[config.mk]
export PLATFORM = sky130hd
export DESIGN_NAME = tdp_mul
export DESIGN_NICKNAME = d
export VERILOG_FILES = /design/src/rtl/core/assert_macros.svh /design/src/rtl/core/tdp_pkg.sv /design/src/rtl/core/tdp_mul.sv
export SDC_FILE = /design/constraint.sdc
export NUM_CORES = 2
export LEC_CHECK = 0
export BUFFER_PORTS_ARGS = -buffer_cell sky130_fd_sc_hd__buf_2
export CORE_MARGIN = 8
export CORE_UTILIZATION = 50
export DETAILED_ROUTE_END_ITERATION = 8
export GPL_ROUTABILITY_DRIVEN = 0
export GPL_TIMING_DRIVEN = 0
export PLACE_DENSITY = 0.77
export SLEW_MARGIN = 20
export SYNTH_ARGS = -nofsm -noshare
export SYNTH_HDL_FRONTEND = slang
export SYNTH_SLANG_ARGS = --single-unit
[constraint.sdc]
create_clock -name clk -period 12.7 [get_ports clk]
set_input_delay 2.54 -clock clk [delete_from_list [all_inputs] [get_ports clk]]
set_output_delay 2.54 -clock clk [all_outputs]
set_load 0.02 [all_outputs]
[src/rtl/core/assert_macros.svh]
// Assertion helpers for the controller core.
// Both expect clk and rst_n in scope.
`ifndef ASSERT_MACROS_SVH
`define ASSERT_MACROS_SVH
`ifndef ASSERT_OFF
`define TDP_ASSERT(lbl, prop, msg) \
    lbl: assert property (@(posedge clk) disable iff (!rst_n) prop) else $error(msg);
`define TDP_NEVER(lbl, cond, msg) \
    `TDP_ASSERT(lbl, !(cond), msg)
`else
`define TDP_ASSERT(lbl, prop, msg)
`define TDP_NEVER(lbl, cond, msg)
`endif
`endif

[src/rtl/core/tdp_pkg.sv]
package tdp_pkg;

    localparam int FRAC_BITS = 16;
    localparam bit SATURATE  = 1'b1;
    localparam int DIV_W     = 32 + FRAC_BITS;
    localparam int CNT_W     = $clog2(DIV_W);

    localparam logic signed [31:0] FX_ONE = 32'sd1 <<< FRAC_BITS;
    localparam logic signed [31:0] FX_MAX = 32'sh7FFF_FFFF;
    localparam logic signed [31:0] FX_MIN = 32'sh8000_0000;

    localparam logic [1:0] SAT_LOW  = 2'b11;
    localparam logic [1:0] SAT_FREE = 2'b00;
    localparam logic [1:0] SAT_HIGH = 2'b01;

    typedef enum logic [1:0] {
        CMD_STANDBY = 2'd0,
        CMD_ARM     = 2'd1,
        CMD_HOLD    = 2'd2,
        CMD_ENGAGE  = 2'd3
    } cmd_t;

    typedef enum logic [2:0] {
        REG_PROP_GAIN    = 3'd0,
        REG_INTEG_GAIN   = 3'd1,
        REG_DERIV_GAIN   = 3'd2,
        REG_FILTER_CONST = 3'd3,
        REG_PROP_WEIGHT  = 3'd4,
        REG_DERIV_WEIGHT = 3'd5,
        REG_UPPER_LIMIT  = 3'd6,
        REG_LOWER_LIMIT  = 3'd7
    } reg_idx_t;

    typedef struct packed {
        logic               start;
        logic signed [31:0] dividend;
        logic signed [31:0] divisor;
    } div_req_t;

    typedef struct packed {
        logic               done;
        logic signed [31:0] quotient;
    } div_rsp_t;

    // Clamp a wide signed value into 32 bits.
    function automatic logic signed [31:0] sat32(input logic signed [63:0] v);
        logic signed [31:0] r;
        if (v > 64'(FX_MAX)) begin
            r = FX_MAX;
        end
        else if (v < 64'(FX_MIN)) begin
            r = FX_MIN;
        end
        else begin
            r = v[31:0];
        end
        return r;
    endfunction

endpackage

[src/rtl/core/tdp_mul.sv]
module tdp_mul (
    input  logic               clk,
    input  logic signed [31:0] a,
    input  logic signed [31:0] b,
    output logic signed [31:0] result
);

    logic signed [63:0] prod_reg;
    logic signed [63:0] shifted;

    // Register the full product
    always_ff @(posedge clk)
    begin
        prod_reg <= a * b;
    end

    // Floor shift to the fixed point, then clamp
    assign shifted = prod_reg >>> tdp_pkg::FRAC_BITS;
    assign result  = tdp_pkg::sat32(shifted);

endmodule

# --- Yosys cells after proc, flatten, opt, wreduce, memory -nomap -nowiden ---
# Index checks and enable logic that the tools add are counted.
# W data, S select, Z words.
word_totals:
  regBits: 64
  output_inout_bits: 32
  wordCells: 6
classes:
  multipliers: 1
  order_cmp: 2
  n_mux: 2
ops:
  columns: ["cell", "n"]
  rows:
  - ["$mul A32 B32 Y64", 1]
  - ["$mux W32", 2]
  - ["$gt A48 B32 Y1 const B", 1]
  - ["$lt A48 B32 Y1 const B", 1]

# --- Logic depth before layout (Yosys ltp) ---
depth:
  depth_word: 3
  ltp_mapped: 28
  ltp_nobuf: 27

# --- Worst setup path after synthesis ---
# OpenSTA, ideal clock, no wires.
synth_timing:
  path_type: "in2reg"
  from: "input a[31]"
  to: "register prod_reg[57]"
  setup_ns: 0.072
  arrival_time_ns: 9.827
  required_time_ns: 12.628
  path_slack_ns: 2.801
  cell_stages: 25
  path_buffers: 1
  path_cell_list: "clkbuf_1 nand2_1 inv_1 fa_1 inv_1 fa_1 inv_1 fa_1 fa_1 inv_1 fa_1 inv_1 fa_1 fa_1 fa_1 ha_1 and2_1 and3_1 nand4_1 nor2_1 a2111oi_0 a211oi_1 a311o_1 a211oi_2 xnor2_1"
synth_via:
  elab_chain_cells: 1
synth_rtl:
  columns: ["item", "line", "rtl"]
  rows:
  - ["start, declared", "tdp_mul.sv:3", "input logic signed [31:0] a,"]
  - ["$mul A32 B32 Y64", "tdp_mul.sv:14", "prod_reg <= a * b;"]
  - ["end signal, assigned", "tdp_mul.sv:14", null]
  - ["end, declared", "tdp_mul.sv:8", "logic signed [63:0] prod_reg;"]
# No other way between the ends.

# --- Worst setup path after layout ---
layout_timing:
  from: "input b[5]"
  to: "register prod_reg[57]"
layout_via:
  elab_chain_cells: 1
layout_rtl:
  columns: ["item", "line", "rtl"]
  rows:
  - ["start, declared", "tdp_mul.sv:4", "input logic signed [31:0] b,"]
  - ["$mul A32 B32 Y64", "tdp_mul.sv:14", null]
# No other way between the ends.

==> flow_summary.ini <==
[route]
drc = 0
drt-vias-per-instance = 5.62
drt-initial-drc-count = 2883
drt-pass1-iter-count = 7
wl_per_cell_microns = 23.6
drt-total-wl_mm = 117
vias = 27983
wl_met1_mm = 39.8
met3_length_mm = 15.2
top_layer = met5
wl_met2_mm = 51.4
ant_nets = 0

[floorplan]
die_height_microns = 288
boundaryPins = 97
start_util_pct = 50.7
die_area_sq_um = 83000
core_area_sq_um = 73100
die-width_microns = 288
row_count = 99

[critical_path]
path_max_fanout = 10
cp.required_ns = 12.96
path_class = in -> reg
crit_arrival_ns = 11.57
start_kind = input port
endpoint_kind = register

[timing]
relSlewSlack_pct = 23.3
maxSlewViolCount = 0
min_period_ns = 11.31
tightestPinTransition_ns = 1.15
fin_setup_tns_ns = 0
period_share_pct = 89.0
hold_violations = 0
max_freq_mhz = 88.4
rsz0062_at_grt = no
setup-violations-final = 0

[min_path]
hold_path_class = in -> reg

[clock_network]
cts_made_buffers = 5
cts_max_path_buffers = 2
cts_sinks = 48
cts_post_setup_buffers_inserted = 0
cts_resized = 0
ctsHoldBuffers = 0
htreeDepth = 2
clk_pin_slew_ns = 0.10
cts-root-buf = clkbuf_16
cts_tree = built

[synth]
ys_types = 69
synth_nets = 5232
avgSynthCellArea_sq_um = 9.48
netlist_instances = 3906
synth_edf_count = 0
async_flop_share_pct = 0
yosys_warnings = 0
ys_ff_latch = 48
seq_area_frac_synth_pct = 2.60
synth_area_sq_um = 37000
yosys_most_used_dff = dfxtp_1

[placed_design]
port_buffers = 96
dp_hpwl_mm = 103

[global_routing]
grt_first_pass_wirelength_mm = 183
grt_pass1_vias = 30858
grt_antenna_before_repair = 15
gr-total-overflow = 0
grt_max_degree = 24
grt_usage_pct = 29.6

[final_layout]
layout.nets = 5338
syn2layout_area_growth_pct = 5.23
drive_above_1_share_pct = 3.24
largest_reg_flops = 48

[job]
max_cap_viol_count = 0

[outcome]
outcome = finished, final reports clean
## cell usage after synthesis (all sizes together), types with 4 or more instances
cell    number  area share [%]
a31oi        4           0.084
nor3         6           0.081
a21oi       52            0.73
nand4       14            0.24
nor2b        4           0.068
a211oi       9            0.20
ha         180             6.1
inv        969             9.8
and2       514             8.7
o21bai       6            0.12
nand2      521             5.3
a21o        58             1.2
xnor2       38            0.90
nor2        53            0.54
xor2        24            0.57
nand2b      11            0.19
o21ai       30            0.43
and3         7            0.13
fa        1081              58
clkbuf     207             2.1
o211ai       4            0.11
dfxtp       48             2.6
o21a         5            0.10
nor4         5           0.084
nand3       14            0.19
## final cells by class
| cell class | instances | area [sq um] |
|---|---|---|
| sequential | 48 | 961 |
| buffer | 210 | 790 |
| timing repair buffer | 99 | 502 |
| antenna | 10 | 25.0 |
| clock inverter | 3 | 68.8 |
| multi-input combinational | 2679 | 31700 |
| tap | 959 | 1200 |
| inverter | 969 | 3640 |
| fill | 6531 | 34100 |
| clock buffer | 5 | 125 |
## layer usage
layer	vias up	GRT usage, %
li1	11347	-
met1	14237	35.5
met2	1822	45.2
met3	561	9.35
met4	16	21.0
met5	-	0
## per-stage QoR
| stage | hold WS (ns) | std cells | instance area [sq um] | utilization (%) | worst slack, ns |
|---|---|---|---|---|---|
| CTS | 3.16 | 4972 | 38900 | 53.3 | 1.50 |
| global placement | 3.07 | 4961 | 38700 | 53.0 | 1.21 |
| floorplan | 2.99 | 3906 | 37000 | - | 2.80 |
| detailed placement | 3.07 | 4964 | 38700 | 53.0 | 1.19 |
| finish | 3.18 | 4982 | 39000 | 53.3 | 1.39 |
| global route | 3.29 | 4976 | 38900 | 53.3 | 1.03 |
## cell families after synthesis
kind of cell,share of synthesized area (%)
simple gates,15.7
xor+xnor,1.47
buf+inv,12.0
fa+ha+maj,64.5
mux,0.0270
compound gates,3.72
flops,2.60
## final timing paths
path,from,end,slack (ns),cells past startpoint
setup / recovery,b[5],prod_reg[57]$_DFF_P_,1.39,28
hold / removal,a[0],prod_reg[18]$_DFF_P_,3.18,6
## worst max-delay path, cell delays in order
cell	delay, ns
buf_2	0.21
clkbuf_1	0.75
nand2_1	0.30
inv_1	0.16
fa_1	0.40
inv_1	0.24
fa_1	0.46
inv_1	0.23
fa_1	0.51
fa_1	0.89
inv_1	0.38
fa_1	0.58
inv_1	0.06
fa_1	0.54
inv_1	0.05
fa_1	0.49
inv_1	0.06
fa_1	0.45
ha_1	0.28
clkbuf_1	0.23
and3_1	0.26
nand4_1	0.14
nor2_1	0.05
a2111oi_0	0.38
a211oi_1	0.16
a311o_1	0.33
a211oi_2	0.26
xnor2_1	0.16
## cells in the final DEF (no fill, tap or decap), types with 11 or more instances in the layout
cell / n
xnor2_1: 38
o21ai_0: 25
ha_1: 180
clkbuf_1: 207
xor2_1: 24
nand3_1: 14
fa_1: 1080
nand4_1: 14
nor2_1: 52
and2_1: 512
nand2b_1: 11
dfxtp_1: 48
nand2_1: 521
inv_1: 969
a21oi_1: 51
buf_2: 99
a21o_1: 58
Power is left out: the tool's default activity adds up to more than one toggle a clock period on the data nets, which glitch-free logic cannot reach.
