### config.mk
export PLATFORM = sky130hd
export DESIGN_NAME = tdp_div
export DESIGN_NICKNAME = d
export VERILOG_FILES = /design/src/rtl/core/assert_macros.svh /design/src/rtl/core/tdp_pkg.sv /design/src/rtl/core/tdp_div.sv
export SDC_FILE = /design/constraint.sdc
export NUM_CORES = 1
export LEC_CHECK = 0
export ABC_AREA = 1
export BUFFER_PORTS_ARGS = -buffer_cell sky130_fd_sc_hd__buf_2
export CAP_MARGIN = 25
export CORE_AREA = 3 3 125 176
export DETAILED_ROUTE_END_ITERATION = 7
export DIE_AREA = 0 0 128 179
export HOLD_SLACK_MARGIN = 0.15
export PLACE_DENSITY = 0.74
export SLEW_MARGIN = 20
export SYNTH_ARGS = -nofsm -noshare
export SYNTH_HDL_FRONTEND = slang
export SYNTH_SLANG_ARGS = --single-unit
### constraint.sdc
create_clock -name clk -period 5.2 [get_ports clk]
set_input_delay 1.04 -clock clk [delete_from_list [all_inputs] [get_ports clk]]
set_output_delay 1.04 -clock clk [all_outputs]
set_load 0.02 [all_outputs]
### src/rtl/core/assert_macros.svh
// Assertion helpers for the controller core.
// Both expect clk and rst_n in scope.
`ifndef ASSERT_MACROS_SVH
`define ASSERT_MACROS_SVH
`ifndef ASSERT_OFF
`define TDP_ASSERT(lbl, prop, msg) \
    lbl: assert property (@(posedge clk) disable iff (!rst_n) prop) else $error(msg);
`define TDP_NEVER(lbl, cond, msg) \
    `TDP_ASSERT(lbl, !(cond), msg)
`else
`define TDP_ASSERT(lbl, prop, msg)
`define TDP_NEVER(lbl, cond, msg)
`endif
`endif

### src/rtl/core/tdp_pkg.sv
package tdp_pkg;

    localparam int FRAC_BITS = 16;
    localparam bit SATURATE  = 1'b1;
    localparam int DIV_W     = 32 + FRAC_BITS;
    localparam int CNT_W     = $clog2(DIV_W);

    localparam logic signed [31:0] FX_ONE = 32'sd1 <<< FRAC_BITS;
    localparam logic signed [31:0] FX_MAX = 32'sh7FFF_FFFF;
    localparam logic signed [31:0] FX_MIN = 32'sh8000_0000;

    localparam logic [1:0] SAT_LOW  = 2'b11;
    localparam logic [1:0] SAT_FREE = 2'b00;
    localparam logic [1:0] SAT_HIGH = 2'b01;

    typedef enum logic [1:0] {
        CMD_STANDBY = 2'd0,
        CMD_ARM     = 2'd1,
        CMD_HOLD    = 2'd2,
        CMD_ENGAGE  = 2'd3
    } cmd_t;

    typedef enum logic [2:0] {
        REG_PROP_GAIN    = 3'd0,
        REG_INTEG_GAIN   = 3'd1,
        REG_DERIV_GAIN   = 3'd2,
        REG_FILTER_CONST = 3'd3,
        REG_PROP_WEIGHT  = 3'd4,
        REG_DERIV_WEIGHT = 3'd5,
        REG_UPPER_LIMIT  = 3'd6,
        REG_LOWER_LIMIT  = 3'd7
    } reg_idx_t;

    typedef struct packed {
        logic               start;
        logic signed [31:0] dividend;
        logic signed [31:0] divisor;
    } div_req_t;

    typedef struct packed {
        logic               done;
        logic signed [31:0] quotient;
    } div_rsp_t;

    // Clamp a wide signed value into 32 bits.
    function automatic logic signed [31:0] sat32(input logic signed [63:0] v);
        logic signed [31:0] r;
        if (v > 64'(FX_MAX)) begin
            r = FX_MAX;
        end
        else if (v < 64'(FX_MIN)) begin
            r = FX_MIN;
        end
        else begin
            r = v[31:0];
        end
        return r;
    endfunction

endpackage

### src/rtl/core/tdp_div.sv
module tdp_div (
    input  logic                clk,
    input  logic                rst_n,
    input  tdp_pkg::div_req_t   req,
    output tdp_pkg::div_rsp_t   rsp
);

    logic                        busy_reg;
    logic                        done_reg;
    logic                        neg_reg;
    logic [tdp_pkg::CNT_W-1:0]   cnt_reg;
    logic [31:0]                 rem_reg;
    logic [31:0]                 dvs_reg;
    logic [tdp_pkg::DIV_W-1:0]   quo_reg;
    logic signed [31:0]          res_reg;

    logic [31:0]                 ua;
    logic [31:0]                 ub;
    logic [32:0]                 trial;
    logic                        ge;
    logic [32:0]                 diff;
    logic [tdp_pkg::DIV_W-1:0]   quo_next;
    logic signed [31:0]          res_next;

    // Magnitudes of the operands
    assign ua = req.dividend[31] ? 32'(32'sd0 - req.dividend) : req.dividend;
    assign ub = req.divisor[31] ? 32'(32'sd0 - req.divisor) : req.divisor;

    // One restoring step per cycle
    assign trial    = {rem_reg, quo_reg[tdp_pkg::DIV_W-1]};
    assign ge       = trial >= {1'b0, dvs_reg};
    assign diff     = trial - {1'b0, dvs_reg};
    assign quo_next = {quo_reg[tdp_pkg::DIV_W-2:0], ge};

    // Apply sign and clamp the final quotient
    always_comb
    begin
        if (!neg_reg) begin
            if (quo_next[tdp_pkg::DIV_W-1:31] != '0) begin
                res_next = tdp_pkg::FX_MAX;
            end
            else begin
                res_next = quo_next[31:0];
            end
        end
        else begin
            if (quo_next[tdp_pkg::DIV_W-1:32] != '0 ||
                (quo_next[31] && quo_next[30:0] != '0)) begin
                res_next = tdp_pkg::FX_MIN;
            end
            else begin
                res_next = 32'(32'sd0 - signed'(quo_next[31:0]));
            end
        end
    end

    always_ff @(posedge clk or negedge rst_n)
    begin
        if (!rst_n) begin
            busy_reg <= 1'b0;
            done_reg <= 1'b0;
            neg_reg  <= 1'b0;
            cnt_reg  <= '0;
            rem_reg  <= '0;
            dvs_reg  <= '0;
            quo_reg  <= '0;
            res_reg  <= '0;
        end
        else begin
            done_reg <= 1'b0;
            if (req.start && !busy_reg) begin
                if (req.divisor == 32'sd0) begin
                    // Zero divisor gives zero
                    res_reg  <= '0;
                    done_reg <= 1'b1;
                end
                else begin
                    busy_reg <= 1'b1;
                    cnt_reg  <= '0;
                    rem_reg  <= '0;
                    dvs_reg  <= ub;
                    neg_reg  <= req.dividend[31] ^ req.divisor[31];
                    quo_reg  <= {ua, {tdp_pkg::FRAC_BITS{1'b0}}};
                end
            end
            else if (busy_reg) begin
                rem_reg <= ge ? diff[31:0] : trial[31:0];
                quo_reg <= quo_next;
                cnt_reg <= cnt_reg + 1'b1;
                if (cnt_reg == tdp_pkg::CNT_W'(tdp_pkg::DIV_W - 1)) begin
                    busy_reg <= 1'b0;
                    done_reg <= 1'b1;
                    res_reg  <= res_next;
                end
            end
        end
    end

    assign rsp.done     = done_reg;
    assign rsp.quotient = res_reg;

endmodule

# ---- Word-level counts from Yosys, hierarchy flattened
# Index checks and enable logic that the tools add are counted.
dict set report classes {
  order_cmp 1
  n_mux 27
  eq_ne 3
  bitwise_logic 2
  addsub 5
  n_reduce_logical 13
}
# op n
set ops {}
lappend ops {{$mux 32} 13}
lappend ops {{$mux 48} 3}
lappend ops {{$sub 1x32->32 const A} 3}
lappend ops {{$ge 33x32->1} 1}
lappend ops {{$logic_not 32->1} 1}
lappend ops {{$sub 32x32->32} 1}
lappend ops {{$reduce_bool 31->1} 1}
lappend ops {{$mux 6} 3}
lappend ops {{$reduce_bool 17->1} 1}
lappend ops {{$reduce_bool 16->1} 1}
lappend ops {{$mux 1} 8}
lappend ops {{$add 6x1->6 const B} 1}
lappend ops {{$eq 6x6->1 const B} 1}
lappend ops {{$reduce_and 2->1} 2}
lappend ops {{$reduce_bool 2->1} 2}
lappend ops {{$reduce_and 3->1} 1}
lappend ops {{$logic_and 1x1->1} 2}
lappend ops {{$ne 2x1->1 const B} 1}
lappend ops {{$ne 2x2->1 const B} 1}
lappend ops {{$logic_not 1->1} 1}
lappend ops {{$logic_or 1x1->1} 1}
lappend ops {{$not 1->1} 1}
lappend ops {{$xor 1x1->1} 1}
dict set report word_totals {
  in_bits 67
  register_bits 153
  out_inout_bits 33
}

# ---- Depth between registers and ports, before layout
# Gate-level depths: netlist of run 1.
dict set report logic_depth {
  word_depth 9
  depth_mapped 27
  depth_no_buf 24
}

# ---- Least setup slack after synthesis of run 1
# Ideal clock, no wire load.
dict set report synth_timing {
  path_type {register to register}
  from {register rem_reg[7]}
  to {register res_reg[27]}
  arrival_ns 3.151
  path_slack_ns 1.984
  setup_ns 0.066
  n_path_buf 3
  path_stages_with_launch 25
  t_required_ns 5.134
  path_cell_list {dfrtp_1 ha_1 nand2_2 inv_1 a21oi_1 nand2_1 nand2_1 nand3_2 nand2_4 nand2_4 buf_8 inv_4 buf_6 ha_1 nand2_2 nor3_4 nand2_1 nor3_2 nor2_1 o21ai_4 nand2_4 buf_6 nor2_2 nand2_1 nand2_1}
}
dict set report synth_between {
  elab_chain_len 9
  elab_cells_between_ends 10
}
# element line
set synth_lines {}
lappend synth_lines {{start: declaration} tdp_div.sv:12} ;# logic [31:0] rem_reg;
lappend synth_lines {{start signal: assignment} tdp_div.sv:87} ;# rem_reg <= ge ? diff[31:0] : trial[31:0];
lappend synth_lines {{$ge 33x32->1 *} tdp_div.sv:31} ;# assign ge = trial >= {1'b0, dvs_reg};
lappend synth_lines {{parallel branches: the longest is 3 deep, another holds $sub 1x32->32} n/a}
lappend synth_lines {{$mux 32 *} tdp_div.sv:47} ;# if (quo_next[tdp_pkg::DIV_W-1:32] != '0 ||
lappend synth_lines {{$mux 32 *} tdp_div.sv:38} ;# if (!neg_reg) begin
lappend synth_lines {{$mux 32 *} tdp_div.sv:90} ;# if (cnt_reg == tdp_pkg::CNT_W'(tdp_pkg::DIV_W - 1)) begin
lappend synth_lines {{$mux 32 *} tdp_div.sv:86} ;# else if (busy_reg) begin
lappend synth_lines {{$mux 32 *} tdp_div.sv:71} ;# if (req.start && !busy_reg) begin
lappend synth_lines {{end signal: assignment} tdp_div.sv:93} ;# res_reg <= res_next;
lappend synth_lines {{end: declaration} tdp_div.sv:15} ;# logic signed [31:0] res_reg;
# Mark *: on every way between the ends. The select of a mux whose other input is x is not followed.
# A chain may end at the register's enable or synchronous reset.

# ---- Worst setup path after layout of run 1
dict set report layout_timing {
  from {register rem_reg[27]}
  to {register res_reg[15]}
}
# Same word-level chain as after synthesis.

==> results.py, run 1 <==
metrics = {
    "synth": {
        "synth_edf_count": 0,
        "synth_seq_cells": 153,
        "synth_ff_type": "dfrtp_1",
        "synthDistinctLibCells": 60,
        "syn_area_sq_um": 11300,
        "ys_seq_area_share_pct": 34.0,
        "synth_area_per_cell_sq_um": 6.83,
        "synthCells": 1647,
        "syn_nets": 1751,
        "yosys_warnings": 0,
        "synthArstFlopShare_pct": 100,
    },
    "die": {
        "rows": 62,
        "die_height_um": 179,
        "ios": 100,
        "start_util_pct": 54.9,
        "core_region_area_sq_um": 20500,
        "fp.dieW_um": 128,
        "fp.dieArea_sq_um": 22900,
    },
    "global_routing": {
        "grt_max_degree": 76,
        "grt_pass1_wl_um": 54400,
        "grt_overflow": 0,
        "grt_usage_pct": 30.0,
        "grt_antenna_before_repair": 0,
        "grt_pass1_vias": 11000,
    },
    "detailed_routing": {
        "wl_met1_um": 12700,
        "drc_errors": 0,
        "drtPass1Iterations": 6,
        "wl_met3_um": 1330,
        "top_layer_used": "met4",
        "wl_per_cell_um": 16.9,
        "first_iter_violations": 774,
        "vias": 11300,
        "vias_per_cell": 5.66,
        "drtAntennaViolNets": 0,
        "met2RoutedLength_um": 17600,
        "drt-total-wl_um": 33600,
    },
    "layout": {
        "largest_reg_flops": 48,
        "final_cell_mix": "nand2_1 (401), inv_1 (198), nor2_1 (165), dfrtp_1 (153), o21ai_0 (142)",
        "final_nets": 1825,
        "n_antenna_cell": 0,
        "drive_gt1_share_pct": 10.8,
        "final_common_cell": "nand2_1",
        "area_growth_pct": 10.8,
    },
    "clock_network": {
        "clk_pin_slew_ps": 70,
        "clock_latency_ps": 440,
        "cts_hold_buf": 0,
        "cts_buffer_depth": 2,
        "post_cts_buffers": 0,
        "cts_tree": "done",
        "cts_root_buf": "clkbuf_16",
        "numCtsBuffers": 17,
        "post_cts_resize_count": 0,
        "cts-htree-levels": 4,
        "clock_sinks": 153,
    },
    "worst_setup_path": {
        "crit_required_ps": 5580,
        "critPathLaunchType": "register",
        "ff2ff_setup_slack_ps": 1320,
        "critPathCapture": "res_reg[15]",
        "arrival_ps": 4270,
        "crit_path_end_kind": "register",
        "worstSetupPathType": "register to register",
        "r2r-start": "rem_reg[27]",
        "r2r-end": "res_reg[15]",
        "critPathMaxFanout": 16,
        "reg2reg_depth": 19,
        "crit_path_start": "rem_reg[27]",
    },
    "timing": {
        "finalSetupViolCount": 0,
        "period_minus_slack_ps": 3880,
        "final.setup.tns_ps": 0,
        "hold-worst-slack_ps": 471,
        "fin_skew_ps": 11.0,
        "finalCritPeriodShare_pct": 74.7,
        "rsz0062_at_grt": "false",
        "tightest_slew_ps": 860,
        "hold_viol": 0,
        "relSlewSlack_pct": 42.6,
        "max_freq_ghz": 0.258,
        "finalMaxSlewViolations": 0,
    },
    "power": {
        "leakage_nw": 5.99,
        "ir_drop_uv": 322,
        "power_density_nw_per_um2": 704,
    },
    "run_status": {
        "status": "complete, no violations",
    },
    "min_path": {
        "hold_class": "register to register",
    },
    "placed_design": {
        "dp_hpwl_um": 25600,
        "port_buffers": 99,
        "routabilityCongestion": 1.00,
    },
    "job": {
        "cap_viol_max_count": 0,
    },
}
==> cell families after synthesis <==
family / count (synthesis) / share of synthesized area, %
DFF: 153 / 34.0
adders and majority gates: 37 / 4.18
xor gates and xnor gates: 65 / 5.06
buffers and inverters: 263 / 9.46
AOI/OAI and AO/OA: 328 / 16.4
and+or+nand+nor: 801 / 30.9
==> worst max-delay path, stage by stage (launching register included) <==
cell,delay (ps)
dfrtp_1,400
ha_1,380
a21oi_1,220
nand2_1,100
a21oi_1,210
nand2_1,100
nor2_2,280
nand2_4,90
inv_4,170
ha_1,230
nand2_2,100
nor3_4,240
nand2_1,160
nor3_2,200
nor2_1,100
o21ai_4,200
nand2_4,200
clkinv_2,210
nand3_1,150
nand2_1,80
==> worst min-delay path by stage <==
| stage | depth (start not counted) | startpoint | endpoint |
|---|---|---|---|
| floorplan | 1 | cnt_reg[5] | cnt_reg[5] |
| global route | 2 | res_reg[11] | res_reg[11] |
| global placement | 2 | res_reg[23] | res_reg[23] |
| detailed placement | 2 | res_reg[23] | res_reg[23] |
| CTS | 2 | res_reg[23] | res_reg[23] |
| finish | 2 | res_reg[19] | res_reg[19] |
==> layout make-up <==
type                    instances  area, sq um
clock buffers                  17          425
flip-flops and latches        153         3830
fillers                      2011         8010
repair buffers                111          592
inverters                     207          783
multi-input cells            1231         6360
clock inverters                14          160
well taps                     256          320
==> per-stage QoR <==
| step | worst slack [ps] | power (mW) | instance area [sq um] | cells | util [%] |
|---|---|---|---|---|---|
| final | 1320 | 8.78 | 12500 | 1989 | 60.9 |
| after global routing | 1020 | 9.62 | 12500 | 1989 | 60.9 |
| after floorplan | 1980 | 6.11 | 11300 | 1647 | - |
| after global placement | 1460 | 7.38 | 11900 | 1958 | 58.0 |
| after CTS | 1380 | 8.78 | 12500 | 1989 | 60.9 |
| after detailed placement | 1380 | 7.47 | 11900 | 1958 | 58.0 |
==> metal layers <==
layer	track usage, %	up-vias
met5	0	-
met4	16.5	0
met3	4.05	116
met2	55.5	340
met1	32.8	5226
li1	-	5569
==> cell usage after synthesis, types with 9 or more instances <==
library cell / number / area, sq um
a21oi_1: 77 / 385
a31oi_1: 9 / 56.3
buf_2: 13 / 65.1
clkbuf_1: 31 / 116
dfrtp_1: 153 / 3830
ha_1: 36 / 450
inv_1: 198 / 743
nand2_1: 401 / 1510
nand3_1: 124 / 621
nand4_1: 22 / 138
nor2_1: 166 / 623
nor3_1: 32 / 160
nor4_1: 13 / 81.3
o211ai_1: 18 / 135
o21ai_0: 142 / 711
o21ai_1: 30 / 150
o22ai_1: 17 / 106
xnor2_1: 19 / 166
xor2_1: 46 / 403
==> where the power goes <==
group,leakage [nW],switching (mW),total (mW),internal (mW)
sequential,1.79,0.470,2.31,1.84
clock,0.290,0.557,1.27,0.717
combinational,3.91,3.38,5.20,1.82
total,5.99,4.41,8.78,4.38
No activity file was read; power rests on OpenSTA's default activity.
==> run 2, diff against run 1 <==
ABC_AREA = 0   (was 1)
CORE_AREA = 3 3 120 168   (was 3 3 125 176)
DIE_AREA = 0 0 123 171   (was 0 0 128 179)
clock period = 3.6 ns   (was 5.2 ns; I/O delays follow)
==> run 2 against run 1 <==
The run now ends with setup timing left. Cell count fell by 12%. Hold slack lost 210 ps. Fmax shrank 14%. Die area is 8.2% lower. Total power up 53%. Critical endpoint is now res_reg[7]. Largest cell class unchanged. Largest power group unchanged.
==> results.py, run 2 <==
metrics = {
    "die": {
        "core_region_area_sq_um": 18700,
        "ios": 100,
        "rows": 59,
        "fp.dieArea_sq_um": 21000,
        "fp.dieW_um": 123,
        "start_util_pct": 54.9,
        "die_height_um": 171,
    },
    "placed_design": {
        "dp_hpwl_um": 20500,
        "pre_cts_slack_ps": -937,
        "place_area_sq_um": 12200,
        "routabilityCongestion": 0.915,
        "port_buffers": 99,
    },
    "synth": {
        "syn_nets": 1364,
        "yosys_warnings": 0,
        "synth_ff_type": "dfrtp_1",
        "synth_edf_count": 0,
        "synth_common_cells": "nand2_1 (205), dfrtp_1 (153), o21ai_0 (143)",
        "synthMostInstantiatedCell": "nand2_1",
        "yosys.area.top_type_share_pct": 37.3,
        "yosys.area.top_type": "dfrtp_1",
        "synthArstFlopShare_pct": 100,
        "synth_seq_cells": 153,
        "synthDistinctLibCells": 79,
        "synth_area_per_cell_sq_um": 8.14,
        "synthCells": 1260,
        "syn_area_sq_um": 10300,
        "ys_seq_area_share_pct": 37.3,
        "synth_area_leaders": "dfrtp_1 (37%), nand2_1 (7.5%), o21ai_0 (7.0%), a21oi_1 (5.2%), xor2_1 (4.6%)",
    },
    "timing": {
        "final.setup.tns_ps": -25910,
        "max_freq_ghz": 0.221,
        "fin_skew_ps": 11.9,
        "tightest_slew_ps": 842,
        "hold_viol": 0,
        "relSlewSlack_pct": 43.8,
        "finalMaxSlewViolations": 0,
        "finalSetupViolCount": 32,
        "period_minus_slack_ps": 4530,
        "finalCritPeriodShare_pct": 126,
        "rsz0062_at_grt": "true",
        "worst_slack_ps": -935,
    },
    "clock_network": {
        "clock_latency_ps": 440,
        "cts-htree-levels": 4,
        "cts_hold_buf": 0,
        "clock_sinks": 153,
        "cts_tree": "done",
        "numCtsBuffers": 17,
        "cts_root_buf": "clkbuf_16",
        "clk_pin_slew_ps": 60,
        "cts_buffer_depth": 2,
    },
    "worst_setup_path": {
        "crit_path_end_kind": "register",
        "crit_slowest_cell": "or4_4",
        "critPathMaxFanout": 5,
        "crit_required_ps": 3970,
        "arrival_ps": 4900,
        "crit_chain": "inv_1 -> ha_1 -> nor2b_4 -> o21ai_2 -> a21oi_2 -> o211ai_1 -> a21oi_1 -> o21a_1 -> inv_2 -> ha_4 -> or4b_4 -> or4_4 -> or3_4 -> o41ai_2 -> nand2b_1 -> a21oi_4 -> nand2_1 -> a311o_1 -> nand3_1",
        "critPathMaxStageDelay_ps": 490,
        "worstSetupPathType": "register to register",
        "critPathLaunchType": "register",
    },
    "power": {
        "ir_drop_uv": 517,
        "leakage_nw": 6.08,
        "power_density_nw_per_um2": 1020,
        "power.total_mw": 13.5,
    },
    "global_routing": {
        "grt_antenna_before_repair": 0,
        "grt_pass1_wl_um": 47400,
        "grt_max_degree": 66,
        "grt_overflow": 0,
        "grt_usage_pct": 27.8,
        "grt_pass1_vias": 10100,
    },
    "job": {
        "cap_viol_max_count": 0,
    },
    "detailed_routing": {
        "vias_per_cell": 5.83,
        "drtPass1Iterations": 6,
        "first_iter_violations": 762,
        "wl_per_cell_um": 16.3,
        "vias": 10200,
        "drt-total-wl_um": 28600,
        "drtAntennaViolNets": 0,
        "drc_errors": 0,
    },
    "layout": {
        "final_util_pct": 70.6,
        "final_common_cell": "nand2_1",
        "area_growth_pct": 28.5,
        "drive_gt1_share_pct": 25.4,
        "n_antenna_cell": 0,
        "final_nets": 1601,
        "largest_reg_flops": 48,
        "fin_area_sq_um": 13200,
        "final_cell_mix": "nand2_1 (204), buf_4 (177), dfrtp_1 (152), o21ai_0 (121), a21oi_1 (102)",
    },
    "run_status": {
        "status": "finished with violations",
        "violations": "setup timing",
    },
    "min_path": {
        "hold_class": "input port to asynchronous set/reset pin",
    },
}
-- run 2: timing repair --
| action | 4_1_cts | 5_1_grt |
|---|---|---|
| resized for setup | 18 | 17 |
| endpoints found under the setup margin | 32 | 35 |
| cloned | 1 | 0 |
| buffers inserted | 28 | 8 |
| hold endpoints to repair | 0 | 0 |
| pin swaps | 23 | 19 |
-- run 2: worst paths after layout --
check                                 from           to  slack, ps  cells after the start
worst max-delay path            dvs_reg[1]   res_reg[7]       -930                     19
worst min-delay path                 rst_n  res_reg[12]        260                      1
worst max register to register  dvs_reg[1]   res_reg[7]       -930                     19
worst min register to register  res_reg[0]   res_reg[0]        470                      2
max in group asynchronous            rst_n  quo_reg[18]       2490                      2
min in group clk                res_reg[0]   res_reg[0]        470                      2
-- run 2: final cells by class --
| class | instances | area, sq um |
|---|---|---|
| Clock buffer | 22 | 464 |
| Inverter | 45 | 169 |
| Clock inverter | 10 | 143 |
| Fill cell | 1447 | 5500 |
| Tap cell | 244 | 305 |
| Multi-Input combinational cell | 990 | 6200 |
| Sequential cell | 153 | 3830 |
| Timing Repair Buffer | 290 | 2070 |
-- run 2: power by group --
| part | leakage [nW] | switching [mW] | internal (mW) |
|---|---|---|---|
| combinational | 3.97 | 4.27 | 3.95 |
| sequential | 1.82 | 0.789 | 2.60 |
| clock | 0.295 | 0.732 | 1.13 |
| total | 6.08 | 5.79 | 7.68 |
-- run 2: worst max-delay path: cells and delay by family, from the launching register on --
family	cells	cell delay, ps
DFF	1	350
adders and majority gates	2	430
buffers and inverters	2	140
and+or+nand+nor	7	1800
AOI/OAI and AO/OA	8	1750
-- run 2: cell families (layout without fill, tap and decap cells) --
group | after synthesis | in the layout | synth area share, %
compound gates | 399 | 399 | 23.6
xor+xnor | 88 | 88 | 7.52
fa+ha+maj | 37 | 37 | 4.59
buf+inv | 117 | 367 | 5.10
flops | 153 | 153 | 37.3
mux | 7 | 7 | 0.695
simple gates | 459 | 459 | 21.1
-- run 2: metal layers --
metal / part of all wire (%) / track usage, %
met2: 53 / 50.9
met3: 4.1 / 3.80
met1: 39 / 32.2
met5: 0 / 0
met4: 3.4 / 11.8
-- run 2: stage by stage --
step | instances | hold WS (ps)
after floorplan | 1260 | 424
after global placement | 1696 | 456
after detailed placement | 1696 | 462
after CTS | 1757 | 287
after global routing | 1754 | 305
final | 1754 | 257
